--- src/rtl/core/assert_macros.svh ---
// ---------------------------------------------------------------------------
// Assertion macros
// Shared concurrent assertion wrappers, clocked on clk_i, reset on rst_ni.
// ---------------------------------------------------------------------------
`ifndef ASSERT_MACROS_SVH
`define ASSERT_MACROS_SVH

// property must hold at every clock edge outside reset
`define ASSERT_CLK(label, prop, msg) \
  label: assert property (@(posedge clk_i) disable iff (!rst_ni) (prop)) else $error(msg);

// expression must never be true outside reset
`define ASSERT_NEVER(label, expr, msg) \
  label: assert property (@(posedge clk_i) disable iff (!rst_ni) !(expr)) else $error(msg);

`endif

--- src/rtl/core/smd_pkg.sv ---
// ---------------------------------------------------------------------------
// Scaled multiply-divide package
// Widths, defaults and sequencer state codes.
// ---------------------------------------------------------------------------
package smd_pkg;

  localparam int unsigned DataWidthDefault = 32;

  localparam int unsigned MultWidth   = 32;
  localparam int unsigned QuoPartWidth = 32;
  localparam int unsigned RemPartWidth = 31;
  localparam int unsigned DivWidth    = 31;
  localparam int unsigned ResultWidth = 32;

  localparam int unsigned InFieldBits = MultWidth + QuoPartWidth + RemPartWidth + DivWidth;
  localparam int unsigned InDataWidth = ((InFieldBits + 7) / 8) * 8;
  localparam int unsigned OutDataWidth = ((ResultWidth + 7) / 8) * 8;

  localparam int unsigned QuoPartLsb = MultWidth;
  localparam int unsigned RemPartLsb = QuoPartLsb + QuoPartWidth;
  localparam int unsigned DivLsb     = RemPartLsb + RemPartWidth;

  typedef enum logic [3:0] {
    ST_IDLE   = 4'b0001,
    ST_RUN    = 4'b0010,
    ST_ROUND  = 4'b0100,
    ST_FINISH = 4'b1000
  } smd_state_e;

endpackage

--- src/rtl/core/scaled_multiply_divide_unit.sv ---
// ---------------------------------------------------------------------------
// Scaled multiply-divide unit
// round(a * m / d) by shift-and-add, m given as m / d and m % d.
// ---------------------------------------------------------------------------
// Usage:
//   Slave channel (s_axis_*) takes one item: multiplicand, quotient part,
//   remainder part and divisor packed in tdata. Master channel (m_axis_*)
//   returns the rounded signed 32-bit result.
//   An accumulate step and a doubling step, each add/compare/subtract, walk
//   the multiplicand magnitude, one bit per cycle, from the low bit up to
//   its highest set bit (k bits, k = 0..DATA_WIDTH). Then the ROUND state
//   rounds and the FINISH state applies the sign into the output register.
//   The slave side is ready only while the sequencer is idle, so a new item
//   is accepted only after the last one has left the final step.
//   The output register holds a finished item while the receiver stalls; the
//   next item is accepted and computed meanwhile and waits in the final step
//   until the register frees up.
//   Reset clears the sequencer and the output valid flag; no other state is
//   kept between items.
// ---------------------------------------------------------------------------
`include "assert_macros.svh"

module scaled_multiply_divide_unit #(
  parameter int unsigned DATA_WIDTH = smd_pkg::DataWidthDefault
) (
  input  logic                             clk_i,
  input  logic                             rst_ni,
  input  logic                             s_axis_tvalid_i,
  output logic                             s_axis_tready_o,
  // multiplicand[31:0], quotient_part[63:32], remainder_part[94:64],
  // divisor_value[125:95], zero pad[127:126]
  input  logic [smd_pkg::InDataWidth-1:0]  s_axis_tdata_i,
  output logic                             m_axis_tvalid_o,
  input  logic                             m_axis_tready_i,
  // scaled_result[31:0]
  output logic [smd_pkg::OutDataWidth-1:0] m_axis_tdata_o
);

  import smd_pkg::*;

  localparam int unsigned DW = DATA_WIDTH;

  smd_state_e state_q, state_d;

  logic [DW-1:0] mag_q, mag_d;
  logic [DW-1:0] quo_q, quo_d;
  logic [DW-1:0] rem_q, rem_d;
  logic [DW-1:0] qn_q, qn_d;
  logic [DW-1:0] rn_q, rn_d;
  logic [DW-1:0] div_q, div_d;
  logic          neg_q, neg_d;
  logic [ResultWidth-1:0] out_data_q, out_data_d;
  logic          out_valid_q, out_valid_d;

  logic          in_accept;
  logic [DW-1:0] in_mult;
  logic [DW-1:0] in_mag;
  logic [DW-1:0] rem_sum;
  logic          acc_ge;
  logic [DW-1:0] quo_sum;
  logic [DW-1:0] rn_dbl;
  logic          dbl_ge;
  logic [DW-1:0] mag_shr;
  logic          round_up;
  logic [DW-1:0] res_w;
  logic          out_free;

  assign s_axis_tready_o = (state_q == ST_IDLE);
  assign in_accept       = s_axis_tvalid_i & s_axis_tready_o;
  assign m_axis_tvalid_o = out_valid_q;
  assign m_axis_tdata_o  = OutDataWidth'(out_data_q);
  assign out_free        = !out_valid_q || m_axis_tready_i;

  assign in_mult = DW'($signed(s_axis_tdata_i[MultWidth-1:0]));
  assign in_mag  = in_mult[DW-1] ? (~in_mult + DW'(1)) : in_mult;

  // accumulate step
  assign rem_sum = rem_q + rn_q;
  assign acc_ge  = (rem_sum >= div_q);
  assign quo_sum = quo_q + qn_q + DW'(acc_ge);

  // doubling step
  assign rn_dbl  = {rn_q[DW-2:0], 1'b0};
  assign dbl_ge  = (rn_dbl >= div_q);
  assign mag_shr = mag_q >> 1;

  assign round_up = (rem_q > (div_q >> 1));
  assign res_w    = neg_q ? (~quo_q + DW'(1)) : quo_q;

  always_comb begin
    state_d     = state_q;
    mag_d       = mag_q;
    quo_d       = quo_q;
    rem_d       = rem_q;
    qn_d        = qn_q;
    rn_d        = rn_q;
    div_d       = div_q;
    neg_d       = neg_q;
    out_data_d  = out_data_q;
    out_valid_d = out_valid_q;

    if (out_valid_q && m_axis_tready_i) begin
      out_valid_d = 1'b0;
    end

    unique case (state_q)
      ST_IDLE: begin
        if (in_accept) begin
          mag_d = in_mag;
          neg_d = in_mult[DW-1];
          quo_d = '0;
          rem_d = '0;
          qn_d  = DW'(s_axis_tdata_i[QuoPartLsb +: QuoPartWidth]);
          rn_d  = DW'(s_axis_tdata_i[RemPartLsb +: RemPartWidth]);
          div_d = DW'(s_axis_tdata_i[DivLsb +: DivWidth]);
          state_d = (in_mag == '0) ? ST_ROUND : ST_RUN;
        end
      end
      ST_RUN: begin
        if (mag_q[0]) begin
          quo_d = quo_sum;
          rem_d = acc_ge ? (rem_sum - div_q) : rem_sum;
        end
        qn_d  = {qn_q[DW-2:0], 1'b0} + DW'(dbl_ge);
        rn_d  = dbl_ge ? (rn_dbl - div_q) : rn_dbl;
        mag_d = mag_shr;
        if (mag_shr == '0) begin
          state_d = ST_ROUND;
        end
      end
      ST_ROUND: begin
        quo_d   = quo_q + DW'(round_up);
        state_d = ST_FINISH;
      end
      ST_FINISH: begin
        if (out_free) begin
          out_data_d  = ResultWidth'($signed(res_w));
          out_valid_d = 1'b1;
          state_d     = ST_IDLE;
        end
      end
      default: begin
        state_d = ST_IDLE;
      end
    endcase
  end

  always_ff @(posedge clk_i or negedge rst_ni) begin
    if (!rst_ni) begin
      state_q     <= ST_IDLE;
      out_valid_q <= 1'b0;
    end else begin
      state_q     <= state_d;
      out_valid_q <= out_valid_d;
    end
  end

  always_ff @(posedge clk_i) begin
    mag_q      <= mag_d;
    quo_q      <= quo_d;
    rem_q      <= rem_d;
    qn_q       <= qn_d;
    rn_q       <= rn_d;
    div_q      <= div_d;
    neg_q      <= neg_d;
    out_data_q <= out_data_d;
  end

  `ASSERT_NEVER(a_run_mag_zero, (state_q == ST_RUN) && (mag_q == '0), "run with empty magnitude")
  `ASSERT_CLK(a_accept_run, in_accept && (in_mag != '0) |=> (state_q == ST_RUN), "accept did not start run")
  `ASSERT_CLK(a_valid_from_finish, $rose(out_valid_q) |-> ($past(state_q) == ST_FINISH), "result not from final step")
  `ASSERT_CLK(a_stall_holds, out_valid_q && !m_axis_tready_i |=> out_valid_q && $stable(out_data_q), "stalled result lost")

endmodule
--- config.mk ---
export PLATFORM = sky130hd
export DESIGN_NAME = scaled_multiply_divide_unit
export DESIGN_NICKNAME = d
export VERILOG_FILES = /design/src/rtl/core/smd_pkg.sv /design/src/rtl/core/scaled_multiply_divide_unit.sv
export VERILOG_INCLUDE_DIRS = /design/src /design/src/rtl/core
export SDC_FILE = /design/constraint.sdc
export NUM_CORES = 1
export LEC_CHECK = 0
export BUFFER_PORTS_ARGS = -buffer_cell sky130_fd_sc_hd__buf_4
export CORE_AREA = 5 5 254 256
export CTS_CLUSTER_DIAMETER = 120
export DETAILED_ROUTE_END_ITERATION = 10
export DIE_AREA = 0 0 259 261
export HOLD_SLACK_MARGIN = 0.1
export MAX_ROUTING_LAYER = met4
export PLACE_DENSITY = 0.42
export REMOVE_ABC_BUFFERS = 1
export SLEW_MARGIN = 0
export SYNTH_ARGS = -nofsm -noshare
export SYNTH_HDL_FRONTEND = slang
export SYNTH_SLANG_ARGS = --single-unit
export TNS_END_PERCENT = 1
--- constraint.sdc ---
create_clock -name clk_i -period 8.7 [get_ports clk_i]
set_clock_uncertainty 0.05 [all_clocks]
set_input_delay 0.87 -clock clk_i [delete_from_list [all_inputs] [get_ports clk_i]]
set_output_delay 0.87 -clock clk_i [all_outputs]
set_load 0.01 [all_outputs]
==> results of run 1 <==
## layout make-up
cell class	count	area, sq um
flip-flops and latches	229	6853
multi-input cells	1659	10960
fillers	6475	40660
clock buffers	38	820.8
clock inverters	18	227.7
well taps	846	1059
inverters	87	326.6
repair buffers	180	1366
## what timing repair did
item                                    in CTS  in global routing
hold buffers                                 1                  0
gates resized for setup                      0                  1
hold endpoints to repair                     4                  0
endpoints found under the setup margin       0                  2
## path summary, 6_finish.rpt
kind                                     start         endpoint  slack, ps  depth (start not counted)
max in group asynchronous               rst_ni       state_q[0]       7800                          2
max reg2reg                            rn_q[0]        quo_q[31]        750                         30
min reg2reg                         state_q[0]       state_q[0]        490                          2
min                        s_axis_tdata_i[124]        div_q[29]        400                          1
min in group asynchronous               rst_ni  m_axis_tvalid_o        590                          2
max                                    rn_q[0]        quo_q[31]        750                         30
## state kept, by name, summed over array words and instances, names as in the netlist
register and count:
div_q 31, qn_q 32, quo_q 32, rn_q 32, mag_q 32, m_axis_tdata_o 32, state_q 4, m_axis_tvalid_o 1
rem_q 32, neg_q 1
## cell usage in the layout (no fill, tap or decap), types with 6 or more instances in the layout
master and count:
mux2i_1 34, edfxtp_1 224, a211oi_1 21, nand2b_1 28, a21boi_0 8, o211ai_1 11
o31ai_1 27, nor2b_1 37, xnor2_1 111, nand3_1 33, nor4_1 19, clkbuf_16 30
nand3b_1 7, inv_1 85, o21a_1 28, and3_1 12, a21oi_1 147, or3_1 26
nand4_1 26, o21ai_0 174, nor2_1 127, clkinv_2 6, a31oi_1 9, or2_2 9
nand2_1 302, or4_1 6, xor2_1 74, ha_1 157, o22ai_1 23, a2111oi_0 8
a21o_1 50, buf_4 178, nor3_1 34, and2_1 7, o21bai_1 8
## metrics by stage
step                        util  hold WS [ps]  area [sq um]
after floorplan                -         430.8         18120
after global placement    0.3301         481.0         20550
after detailed placement  0.3301         484.5         20550
after CTS                 0.3471         364.4         21610
after global routing      0.3471         375.2         21610
final                     0.3471         404.6         21610
## cell families (layout without fill, tap and decap cells)
family	after synthesis	in the layout	share of synthesized area
muxes	36	36	0.01988
xor gates and xnor gates	185	185	0.08786
adders and majority gates	162	162	0.1119
and+or+nand+nor	698	698	0.1782
DFF	229	229	0.3716
buffers and inverters	166	323	0.03535
AOI/OAI and AO/OA	578	578	0.1951
## metal layers
metal / GRT usage / share of wire
met5: - / 0
met4: 0.04471 / 0.030
met3: 0.02102 / 0.039
met2: 0.2701 / 0.46
met1: 0.2182 / 0.47
## worst reg2reg max path, delay by kind of cell, from the launching register on
family / cells / cell delay, ps
AOI/OAI and AO/OA: 13 / 3750
adders and majority gates: 4 / 1420
and+or+nand+nor: 8 / 1330
DFF: 1 / 410
buffers and inverters: 3 / 390
muxes: 1 / 220
xor gates and xnor gates: 1 / 160
## power groups by stage
stage                     Sequential, mW  Combinational [mW]  Clock [mW]
after CTS                           2.19                6.50        1.38
after floorplan                     2.08                4.92           0
after detailed placement            2.21                6.46           0
after global routing                2.24                7.27        1.42
final                               2.19                6.48        1.33
after global placement              2.21                6.43           0
==> results_dict.tcl, run 1 <==
set metrics [dict create \
    finalNonFillerCells 3057 \
    cts_made_buffers 30 \
    place.gp.congestion 0.8546 \
    cts_tree "done" \
    seqPwrFrac 0.219 \
    combPwrFrac 0.648 \
    synthCells 2054 \
    numPortBuffers 163 \
    finalSetupViolCount 0 \
    row_count 92 \
    core-area_sq_mm 0.06227 \
    internal_power_mw 5.255 \
    dieHeight_um 261 \
    critPathCaptureType "flip-flop" \
    min_path_type "input port to flip-flop" \
    period_share 0.9136 \
    io_pins 166 \
    power.density_mw_per_mm2 462.6 \
    grt_pass1_vias 15890 \
    dp_hpwl_um 42700 \
    path_class "flip-flop to flip-flop" \
    synth_seq_cells 229 \
    via_per_inst 5.125 \
    synth.cells.most_frequent "nand2_1, edfxtp_1, o21ai_0" \
    drive_above_1_share 0.1167 \
    ir_drop_mv 0.2535 \
    maxSlewHeadroom 0.2596 \
    maxCapViolCount 0 \
    cts_root_buffer "clkbuf_16" \
    post_cts_buffers 0 \
    crit_buf_inv 3 \
    p_sw_mw 4.744 \
    syn_area_sq_mm 0.01844 \
    rsz0062_at_grt "no" \
    min_period_ps 7948 \
    cp_top_family "compound AO/OA/AOI/OAI gates" \
    grt_max_degree 170 \
    ys_seq_area_frac 0.3716 \
    clk_pin_slew_ps 60 \
    dr.pass1.iters 5 \
    crit_fanout 5 \
    fmax_mhz 125.8 \
    clkLatencyLatePin_ps 590 \
    syn_area_per_cell_sq_um 8.978 \
    dp.cells 3000 \
    power.share.clock 0.133 \
    synth_top_area_frac 0.3647 \
    cpPeakStageDelay_ps 650 \
    yosys_warnings 0 \
    vias 15670 \
    slowest_stage "a2111oi_0" \
    initialDrtViolationCount 841 \
    synth_edf_count 224 \
    synth-main-ff-cell "edfxtp_1" \
    clkSinkCount 229 \
    hold_viol 0 \
    start_util 0.2961 \
    post-route-drc-count 0 \
    async_reset_ff_frac 0.02183 \
    ys_types 80 \
    die_area_sq_mm 0.06760 \
    grt.overflow.total 0 \
    cts.htree.levels 1 \
    routed_wl_um 56200 \
    grt_use_total 0.1653 \
    cp.required_ps 8990 \
    ant_nets 0 \
    grt_pass1_wl_um 87640 \
    drv_slew 0 \
    dpl_worst_slack_ps 705.3 \
    status "complete, no violations" \
    antenna_cells 0 \
    power_mw 9.998 \
    syn2layout_area_growth_pct 17.21 \
    fin_ws_ps 751.8 \
    yosysMostFrequentCell "nand2_1" \
    startpoint_type "flip-flop" \
    swShare 0.4744 \
    nNetsFinal 2481 \
    antenna_found_initial 0 \
    yosysTopAreaCell "edfxtp_1" \
    cp.arrival_ps 8240 \
    cts_buffer_depth 3 \
    p_leak_nw 8.664 \
    synth_area_leaders "edfxtp_1, ha_1, nand2_1" \
    worst_pin_slew_ps 1111 \
    die_x_um 259 \
    fin_setup_tns_ps 0 \
    avgRoutedWirePerCell_um 18.38 \
]
No activity file was read; power rests on OpenSTA's default activity.
==> run 2, diff against run 1 <==
--- a/config.mk
+++ b/config.mk
@@ -6,14 +6,15 @@
 export SDC_FILE = /design/constraint.sdc
 export NUM_CORES = 1
 export LEC_CHECK = 0
+export ABC_AREA = 1
 export BUFFER_PORTS_ARGS = -buffer_cell sky130_fd_sc_hd__buf_4
-export CORE_AREA = 5 5 254 256
+export CORE_AREA = 5 5 269 271
 export CTS_CLUSTER_DIAMETER = 120
 export DETAILED_ROUTE_END_ITERATION = 10
-export DIE_AREA = 0 0 259 261
+export DIE_AREA = 0 0 274 276
 export HOLD_SLACK_MARGIN = 0.1
 export MAX_ROUTING_LAYER = met4
-export PLACE_DENSITY = 0.42
+export PLACE_DENSITY = 0.41
 export REMOVE_ABC_BUFFERS = 1
 export SLEW_MARGIN = 0
 export SYNTH_ARGS = -nofsm -noshare
==> run 2 against run 1 <==
Hold slack better by 30 ps. Register-to-register slack better by 890 ps. Fmax up 13%. Core utilization down 0.11 points. Clock-buffer cell count up 2. Worst setup slack better by 890 ps. Die area up 12%. Largest cell class unchanged. Highest routed layer unchanged.
==> results_dict.tcl, run 2 <==
set metrics [dict create \
    antenna_cells 0 \
    dieHeight_um 276 \
    syn2layout_area_growth_pct 16.77 \
    synthAdderAreaFrac 0.1002 \
    cts_tree "done" \
    post_cts_buffers 0 \
    critPathCaptureType "flip-flop" \
    cts_made_buffers 35 \
    io_pins 166 \
    routed_wl_um 74240 \
    cts_root_buffer "clkbuf_16" \
    fmax_mhz 141.7 \
    via_per_inst 4.841 \
    grt_max_degree 79 \
    cts_resized 0 \
    cpMostUsedCell "nand2_1" \
    nNetsFinal 3345 \
    path_class "flip-flop to flip-flop" \
    grt_use_total 0.1961 \
    startpoint_type "flip-flop" \
    grt_pass1_vias 19160 \
    min_path_type "input port to flip-flop" \
    synth.cells.most_frequent "nand2_1, inv_1, nor2_1" \
    status "complete, no violations" \
    final_cell_mix "nand2_1, inv_1, nor2_1, edfxtp_1, a21oi_1" \
    antenna_found_initial 0 \
    die_area_sq_mm 0.07562 \
    cpPeakStageDelay_ps 520 \
    synth-main-ff-cell "edfxtp_1" \
    finalSetupViolCount 0 \
    drive_above_1_share 0.09135 \
    place.gp.congestion 0.9409 \
    initialDrtViolationCount 1345 \
    syn_area_sq_mm 0.02060 \
    yosys_warnings 0 \
    min_period_ps 7055 \
    synth_seq_cells 229 \
    grt_pass1_wl_um 113400 \
    synth_area_leaders "edfxtp_1, nand2_1, ha_1" \
    cts.htree.levels 2 \
    maxSlewHeadroom 0.2362 \
    dp.cells 3953 \
    die_x_um 274 \
    grt.overflow.total 0 \
    clk_pin_slew_ps 60 \
    synth_xor_xnor_area_share 0.04888 \
    synth.mux.area_fraction 0 \
    synth_top_area_frac 0.3265 \
    crit_fanout 10 \
    ys_types 56 \
    hold_viol 0 \
    synth_top_family_by_area "simple AND/OR/NAND/NOR gates" \
    layout_commonest_cell "nand2_1" \
    async_reset_ff_frac 0.02183 \
    syn_area_per_cell_sq_um 7.105 \
    worst_pin_slew_ps 1146 \
    numPortBuffers 163 \
    cts_buffer_depth 3 \
    synthCells 2900 \
    vias 19440 \
    clkSinkCount 229 \
    post-route-drc-count 0 \
    cp.required_ps 8970 \
    cp_top_family "simple AND/OR/NAND/NOR gates" \
    start_util 0.2963 \
    synth_simple_gate_area_frac 0.3019 \
    crit_buf_inv 6 \
    avgRoutedWirePerCell_um 18.49 \
    core-area_sq_mm 0.06954 \
    drv_slew 0 \
    dr.pass1.iters 7 \
    period_share 0.8109 \
    hold_buffers 1 \
    synth_edf_count 224 \
    yosysMostFrequentCell "nand2_1" \
    rsz0062_at_grt "no" \
    ys_seq_area_frac 0.3326 \
    clkLatencyLatePin_ps 560 \
    row_count 97 \
    synth_compound_area_frac 0.1342 \
    yosysTopAreaCell "edfxtp_1" \
    finalNonFillerCells 4016 \
    slowest_stage "o21ai_0" \
    maxCapViolCount 0 \
    ant_nets 0 \
    cp.arrival_ps 7320 \
    dp_hpwl_um 59990 \
]
[run 2: cell count changes after synthesis, sizes merged, moves of 28 or more]
cell,delta
nand2,+500
inv,+281
nor2,+223
nand3,+134
xnor2,-78
a21oi,+57
nor2b,-37
mux2i,-34
nand2b,-28
or3,-28
[run 2: cell type report]
type,count,area (sq um)
fillers,7509,45480
multi-input cells,2241,12100
repair buffers,176,1324
clock buffers,40,935.9
inverters,368,1384
well taps,940,1176
clock inverters,22,282.8
flip-flops and latches,229,6853
[run 2: kinds of logic (layout without fill, tap and decap cells)]
family          count (synthesis)  in the layout
buf+inv                       430            606
xor+xnor                      115            115
fa+ha+maj                     162            162
flops                         229            229
simple gates                 1471           1471
compound gates                493            493
[run 2: worst paths after layout]
check                                         start           endpoint  slack [ps]  cells after the start
worst max-delay path                        rn_q[0]          quo_q[28]        1640                     40
worst min-delay path            s_axis_tdata_i[105]          div_q[10]         430                      1
worst max register to register              rn_q[0]          quo_q[28]        1640                     40
worst min register to register             quo_q[0]  m_axis_tdata_o[0]         470                      0
max in group asynchronous                    rst_ni         state_q[0]        7770                      2
min in group asynchronous                    rst_ni    m_axis_tvalid_o         630                      2
[run 2: routing by layer]
layer / global-route usage / share of wire / wire length, um / vias to the layer above
li1: - / - / - / 9998
met1: 0.2661 / 0.47 / 35240 / 8925
met2: 0.3179 / 0.46 / 34350 / 431
met3: 0.01882 / 0.039 / 2930 / 86
met4: 0.04631 / 0.023 / 1725 / 0
met5: - / 0 / 0 / -
[run 2: through the flow]
stage	setup WS (ps)	setup TNS, ps	util	hold slack [ps]	area (sq um)
6_report	1645	0	0.3460	434.4	24060
5_1_grt	1015	0	0.3460	407.4	24060
4_1_cts	1655	0	0.3460	391.9	24060
3_5_place_dp	1709	0	0.3283	467.8	22830
3_3_place_gp	1749	0	0.3283	464.6	22830
2_1_floorplan	-5752	-1201180	-	407.0	20290
Power of run 2 is left out: the tool's default activity adds up to more than one toggle a clock period on the data nets, which glitch-free logic cannot reach.
